`src/rtl/core/mbwr_pkg.sv`:
```
// package: frame constants, register kind codes, frame type and crc-16 helper
`default_nettype none

package mbwr_pkg;

	localparam int FrameLen = 8;
	localparam int DataLen  = 6;

	localparam logic [7:0]  FUNC_WRITE_SINGLE = 8'h06;
	localparam logic [15:0] CRC_INIT          = 16'hFFFF;
	localparam logic [15:0] CRC_POLY          = 16'hA001;
	localparam logic [15:0] REG_MAX           = 16'hFFFF;
	localparam logic [7:0]  SLAVE_RESET       = 8'h01;

	typedef logic [7:0] byte_t;

	typedef enum logic [1:0] {
		KIND_COIL     = 2'd0,
		KIND_DISCRETE = 2'd1,
		KIND_HOLDING  = 2'd2,
		KIND_INPUT    = 2'd3
	} reg_kind_t;

	// byte positions within the frame
	typedef enum logic [2:0] {
		POS_SLAVE  = 3'd0,
		POS_FUNC   = 3'd1,
		POS_ADDR_H = 3'd2,
		POS_ADDR_L = 3'd3,
		POS_VAL_H  = 3'd4,
		POS_VAL_L  = 3'd5,
		POS_CRC_L  = 3'd6,
		POS_CRC_H  = 3'd7
	} byte_pos_t;

	// frame body plus running crc
	typedef struct packed {
		logic [DataLen-1:0][7:0] data;
		logic [15:0]             crc;
	} frame_t;

	// reflected crc-16 update over one byte
	function automatic logic [15:0] crc_byte(input logic [15:0] crc_in, input byte_t b);
		logic [15:0] c;
		c = crc_in ^ {8'h00, b};
		for (int k = 0; k < 8; k++) begin
			if (c[0]) begin
				c = (c >> 1) ^ CRC_POLY;
			end else begin
				c = c >> 1;
			end
		end
		return c;
	endfunction

endpackage

`default_nettype wire

```
`src/rtl/core/mbwr_serializer.sv`:
```
// serializer: holds one finished frame and hands it out one word per cycle while out_stall is low
`default_nettype none

module mbwr_serializer (
	input  wire logic            clk,
	input  wire logic            arst_n,
	input  wire logic            load_valid,
	input  wire mbwr_pkg::frame_t load_frame,
	output logic                 load_ready,
	output logic                 out_valid,
	input  wire logic            out_stall,
	output logic [7:0]           frame_byte,
	output logic [2:0]           byte_index,
	output logic                 last_byte
);
	import mbwr_pkg::*;

	frame_t      frame_q;
	logic [2:0]  cnt_q;
	logic        valid_q;
	logic        take;
	logic        at_last;
	logic        load;

	assign take    = valid_q && !out_stall;
	assign at_last = (cnt_q == POS_CRC_H);

	// free when empty or when the last word leaves this cycle
	assign load_ready = !valid_q || (take && at_last);
	assign load       = load_valid && load_ready;

	// frame holding register and byte counter
	always_ff @(posedge clk or negedge arst_n) begin
		if (!arst_n) begin
			valid_q <= 1'b0;
			cnt_q   <= 3'd0;
		end else if (load) begin
			valid_q <= 1'b1;
			cnt_q   <= 3'd0;
		end else if (take) begin
			if (at_last) begin
				valid_q <= 1'b0;
			end
			cnt_q <= cnt_q + 3'd1;
		end
	end

	always_ff @(posedge clk) begin
		if (load) begin
			frame_q <= load_frame;
		end
	end

	// byte select
	always_comb begin
		case (cnt_q)
			POS_SLAVE:  frame_byte = frame_q.data[0];
			POS_FUNC:   frame_byte = frame_q.data[1];
			POS_ADDR_H: frame_byte = frame_q.data[2];
			POS_ADDR_L: frame_byte = frame_q.data[3];
			POS_VAL_H:  frame_byte = frame_q.data[4];
			POS_VAL_L:  frame_byte = frame_q.data[5];
			POS_CRC_L:  frame_byte = frame_q.crc[7:0];
			default:    frame_byte = frame_q.crc[15:8];
		endcase
	end

	assign out_valid  = valid_q;
	assign byte_index = cnt_q;
	assign last_byte  = at_last;

endmodule

`default_nettype wire

```
`src/rtl/core/modbus_write_register_frame.sv`:
```
// top level: modbus rtu function 06 request builder with crc-16
//
// channel  | handshake          | payload
// ---------+--------------------+--------------------------------------
// in       | in_valid/in_stall  | reg_kind, reg_address, reg_value
// out      | out_valid/out_stall| frame_byte, byte_index, last_byte
// config   | cfg_we             | cfg_wdata (slave address)
//
// each request gives eight output words, one per cycle while out_stall is
// low; the byte-wide output serializer limits how often a request is taken.
// after accept a request passes value saturation (s1), crc over two bytes
// per stage (s2 to s4), then the serializer.
// reset clears all valid bits and sets the slave address to 1.
// a stall on the output holds the serializer and backs up the pipeline;
// nothing is lost or repeated.
`default_nettype none

module modbus_write_register_frame (
	input  wire logic        clk,
	input  wire logic        arst_n,
	input  wire logic        cfg_we,
	input  wire logic [7:0]  cfg_wdata,
	input  wire logic        in_valid,
	output logic             in_stall,
	input  wire logic [1:0]  reg_kind,
	input  wire logic [15:0] reg_address,
	input  wire logic signed [31:0] reg_value,
	output logic             out_valid,
	input  wire logic        out_stall,
	output logic [7:0]       frame_byte,
	output logic [2:0]       byte_index,
	output logic             last_byte
);
	import mbwr_pkg::*;

	logic [7:0]  slave_q;
	logic        valid_s1, valid_s2, valid_s3, valid_s4;
	frame_t      frame_s1, frame_s2, frame_s3, frame_s4;
	logic        en_s1, en_s2, en_s3, en_s4;
	logic        ser_ready;
	frame_t      frame_in;
	logic [15:0] reg_sat;
	logic        is_bit;

	// slave address register
	always_ff @(posedge clk or negedge arst_n) begin
		if (!arst_n) begin
			slave_q <= SLAVE_RESET;
		end else if (cfg_we) begin
			slave_q <= cfg_wdata;
		end
	end

	// stage enables: a stage loads when empty or when it moves on
	assign en_s4    = !valid_s4 || ser_ready;
	assign en_s3    = !valid_s3 || en_s4;
	assign en_s2    = !valid_s2 || en_s3;
	assign en_s1    = !valid_s1 || en_s2;
	assign in_stall = !en_s1;

	// value saturation and frame body assembly
	always_comb begin
		is_bit = (reg_kind == KIND_COIL) || (reg_kind == KIND_DISCRETE);
		if (reg_value[31]) begin
			reg_sat = 16'h0000;
		end else if (|reg_value[30:16]) begin
			reg_sat = REG_MAX;
		end else begin
			reg_sat = reg_value[15:0];
		end
		frame_in.data[0] = slave_q;
		frame_in.data[1] = FUNC_WRITE_SINGLE;
		frame_in.data[2] = reg_address[15:8];
		frame_in.data[3] = reg_address[7:0];
		if (is_bit) begin
			frame_in.data[4] = {7'd0, |reg_value};
			frame_in.data[5] = 8'h00;
		end else begin
			frame_in.data[4] = reg_sat[15:8];
			frame_in.data[5] = reg_sat[7:0];
		end
		frame_in.crc = CRC_INIT;
	end

	// pipeline valid bits
	always_ff @(posedge clk or negedge arst_n) begin
		if (!arst_n) begin
			valid_s1 <= 1'b0;
			valid_s2 <= 1'b0;
			valid_s3 <= 1'b0;
			valid_s4 <= 1'b0;
		end else begin
			if (en_s1) begin
				valid_s1 <= in_valid;
			end
			if (en_s2) begin
				valid_s2 <= valid_s1;
			end
			if (en_s3) begin
				valid_s3 <= valid_s2;
			end
			if (en_s4) begin
				valid_s4 <= valid_s3;
			end
		end
	end

	// pipeline payload: crc advances two bytes per stage
	always_ff @(posedge clk) begin
		if (en_s1) begin
			frame_s1 <= frame_in;
		end
		if (en_s2) begin
			frame_s2.data <= frame_s1.data;
			frame_s2.crc  <= crc_byte(crc_byte(frame_s1.crc, frame_s1.data[0]),
				frame_s1.data[1]);
		end
		if (en_s3) begin
			frame_s3.data <= frame_s2.data;
			frame_s3.crc  <= crc_byte(crc_byte(frame_s2.crc, frame_s2.data[2]),
				frame_s2.data[3]);
		end
		if (en_s4) begin
			frame_s4.data <= frame_s3.data;
			frame_s4.crc  <= crc_byte(crc_byte(frame_s3.crc, frame_s3.data[4]),
				frame_s3.data[5]);
		end
	end

	// output serializer
	mbwr_serializer u_ser (
		.clk        (clk),
		.arst_n     (arst_n),
		.load_valid (valid_s4),
		.load_frame (frame_s4),
		.load_ready (ser_ready),
		.out_valid  (out_valid),
		.out_stall  (out_stall),
		.frame_byte (frame_byte),
		.byte_index (byte_index),
		.last_byte  (last_byte)
	);

endmodule

`default_nettype wire

```
`config.mk`:
```
export PLATFORM = sky130hd
export DESIGN_NAME = modbus_write_register_frame
export DESIGN_NICKNAME = d
export VERILOG_FILES = /design/src/rtl/core/mbwr_pkg.sv /design/src/rtl/core/mbwr_serializer.sv /design/src/rtl/core/modbus_write_register_frame.sv
export SDC_FILE = /design/constraint.sdc
export NUM_CORES = 1
export LEC_CHECK = 0
export CAP_MARGIN = 20
export CORE_MARGIN = 4
export CORE_UTILIZATION = 45
export DETAILED_ROUTE_END_ITERATION = 10
export DONT_BUFFER_PORTS = 1
export PLACE_DENSITY = 0.57
export SETUP_SLACK_MARGIN = 0.4
export SLEW_MARGIN = 10
export SYNTH_ARGS = -nofsm -noshare
export SYNTH_HDL_FRONTEND = slang
export SYNTH_SLANG_ARGS = --single-unit
```
`constraint.sdc`:
```
create_clock -name clk -period 3.5 [get_ports clk]
set_clock_uncertainty 0.05 [all_clocks]
set_input_delay 0.175 -clock clk [delete_from_list [all_inputs] [get_ports clk]]
set_output_delay 0.175 -clock clk [all_outputs]
set_load 0.05 [all_outputs]
```
==> impl_results.md <==
* Outcome: completed
* Max VDD drop at between 400 and 500 uV
* Final HPWL DP at approximately 11 mm
* Final core occ at 0.5461
* Clock-pin slew on the worst setup and hold paths at approximately 0.06 ns
* Max H-tree Level at 1
* Final Hold Vio Count at 0
* DP Worst Slack at 0.7354 ns
* DRC at 0
* # diodes at 0
* Final setup viols at 0
* Worst EP required at between 3 and 4 ns
* Most common cell after layout, fill and taps aside: edfxtp_1
* Final #Nets at between 600 and 700
* Final TNS setup at 0 ns
* RSZ-0062 raised after global routing: true
* I/O Buffers at 0
* Post-DR vias/cell at 4.994
* Full die area at 24540 um2
* Top cells by area, synth: edfxtp_1, xnor2_1, dfrtp_1, xor2_1, nor2_1
* Clk buf depth at 3
* Final wirelength at roughly 16 mm
* Fraction of layout cells with a size suffix above 1 at 0.1438
* Area leader, netlist: edfxtp_1
* FMAX at between 300 and 400 MHz
* # clock sinks at about 280
* Post-route antenna net violation count at 0
* Synth top area share at 0.7820
* Filler Cell Count at around 1700
* Commonest cells after routing, fill and taps aside: edfxtp_1, dlygate4sd3_1, xnor2_1
* Final Cycle Share at 0.8543
* Register area at between 8000 and 9000 um2
* Total CTS buffers at 28
* Critical path type: reg2out
* Post-synthesis cell count at approximately 500
* Postcts setup bufs at 0
* Routed vias at between 4000 and 5000
* Post-Syn Nets at approximately 570
* Yosys warns at 0
* # rows at between 50 and 60
* Worst-Skew Late Latency at 0.53 ns
* Iteration-0 DRC Markers at around 330
* Largest net degree at the start of global routing at 60
* P_leak at roughly 4.0 nW
* Fin. max-slew vios at 0
* IO Count at slightly below 80
* CTS tree: yes
* Final worst slack at between 0.5 and 0.6 ns
* Overflow after GRT at 0
* Die W at about 160 um
* Area Overhead vs Synth at 19.46%
* Detailed Routing Iterations Pass 1 at 5
* Power Dens Cells at 819.0 nW/um2
* GPL Wtd Cong at 0.7565
* Crit path DAT at ~2.8 ns
* Synthesis-stage register bit count at ~280
* Core box area at 21760 um2
* Initial antenna violation count at 0
* Startpoint Class: flip-flop
* Die Y at approximately 160 um
* Syn avg cell area at 19.73 um2
* First-pass GRT wire length at 25.94 mm
* Max-Cap Viols at 0
* CTS Root Cell: clkbuf_16
* Number of global-route vias before repair at around 4700
* Mapped Area at 9946 um2
* Initial core utilization at 0.4572
* Total GRT Usage at 0.1366
* Netlist cell types at 35
* Post-synth ARST share at 0.05818
* Dominant synthesized flop cell: edfxtp_1
* Slew HR at 0.4282
* Avg WL per Cell at roughly 18 um
* Worst Path Max Fanout at 12
* Fin crit period at 2.990 ns
* Sequential area share after synthesis at 0.8224
* Min-Delay Path Class: in2reg
* CP endpoint kind: output pin
* Measured slew at the worst slew-check pin at between 0.8 and 0.9 ns
* Total Power at slightly below 10 mW
* Multi-input logic area at between 1500 and 2000 um2
* Post-synth EDFFs at about 260
cell usage after synthesis, types with 6 or more instances:
library cell,n
a21oi_1,7
edfxtp_1,259
a222oi_1,12
clkbuf_1,10
xor2_1,28
o21ai_0,7
xnor2_1,51
mux2_2,13
dfrtp_1,15
ha_1,6
nor4_1,7
nor2_1,40
inv_1,11
where the power goes:
part / internal [mW] / switching, mW
logic: 0.989 / 1.45
registers: 4.19 / 0.197
clock network: 1.76 / 1.15
path summary, 6_finish.rpt:
path                            slack (ns)  cells after the start                   to           startpoint
worst min-delay path                  0.14                      2         frame_s1[51]          reg_kind[1]
max in group asynchronous             2.62                      1  u_ser.byte_index[0]               arst_n
worst min register to register        0.36                      0         frame_s2[53]         frame_s1[53]
min in group asynchronous             0.16                      1           slave_q[7]               arst_n
worst max-delay path                  0.51                      4        frame_byte[3]  u_ser.byte_index[0]
worst max register to register        0.95                      7         frame_s1[53]  u_ser.byte_index[0]
cell type report:
class | instances | share of cell area
Clock buffer | 37 | 0.06445
Clock inverter | 15 | 0.01295
Inverter | 12 | 0.004107
Multi-Input combinational cell | 207 | 0.1519
Sequential cell | 275 | 0.6889
Tap cell | 280 | 0.02949
Timing Repair Buffer | 59 | 0.04823
critical path: stages, from the launching register on:
cell,delay [ns]
dfrtp_4,0.58
ha_4,0.21
ha_1,0.30
or4_4,0.71
mux2_4,0.43
stage by stage:
step                hold WS [ns]  cells  cell area (um2)
global route              0.1992    885            11880
CTS                       0.1216    885            11860
floorplan                -0.1706    504            10030
finish                    0.1380    885            11880
detailed placement       -0.1701    781            10410
global placement         -0.1701    781            10410
registers in the layout (all words and copies together), names as in the netlist:
signal	count
frame_s3	56
frame_s4	56
u_ser.frame_q	56
frame_s2	51
frame_s1	40
slave_q	8
u_ser.byte_index	3
u_ser.out_valid	1
valid_s1	1
valid_s2	1
valid_s3	1
valid_s4	1
layer usage:
layer / vias to the layer above / share of wire / global-route usage / wire length, um
met5: - / 0 / 0 / 0
met4: 0 / 0.025 / 0.04876 / 405
met3: 31 / 0.062 / 0.03042 / 1002
met2: 160 / 0.46 / 0.2134 / 7418
met1: 2151 / 0.45 / 0.1911 / 7259
li1: 2078 / - / - / -
timing repair:
action | in CTS | in global routing
pin swaps | 0 | 6
hold buffers | 52 | 0
setup endpoints to repair | 8 | 7
endpoints found under the hold margin | 61 | 0
resized for setup | 3 | 10
kinds of logic after synthesis:
family	share of synthesized area
AND/OR/NAND/NOR	0.02956
XOR/XNOR	0.09008
flip-flops	0.8224
multiplexers	0.01472
buffers and inverters	0.008303
adder cells (fa/ha/maj)	0.007548
AO/OA/AOI/OAI	0.02743
No activity file was read; power rests on OpenSTA's default activity.
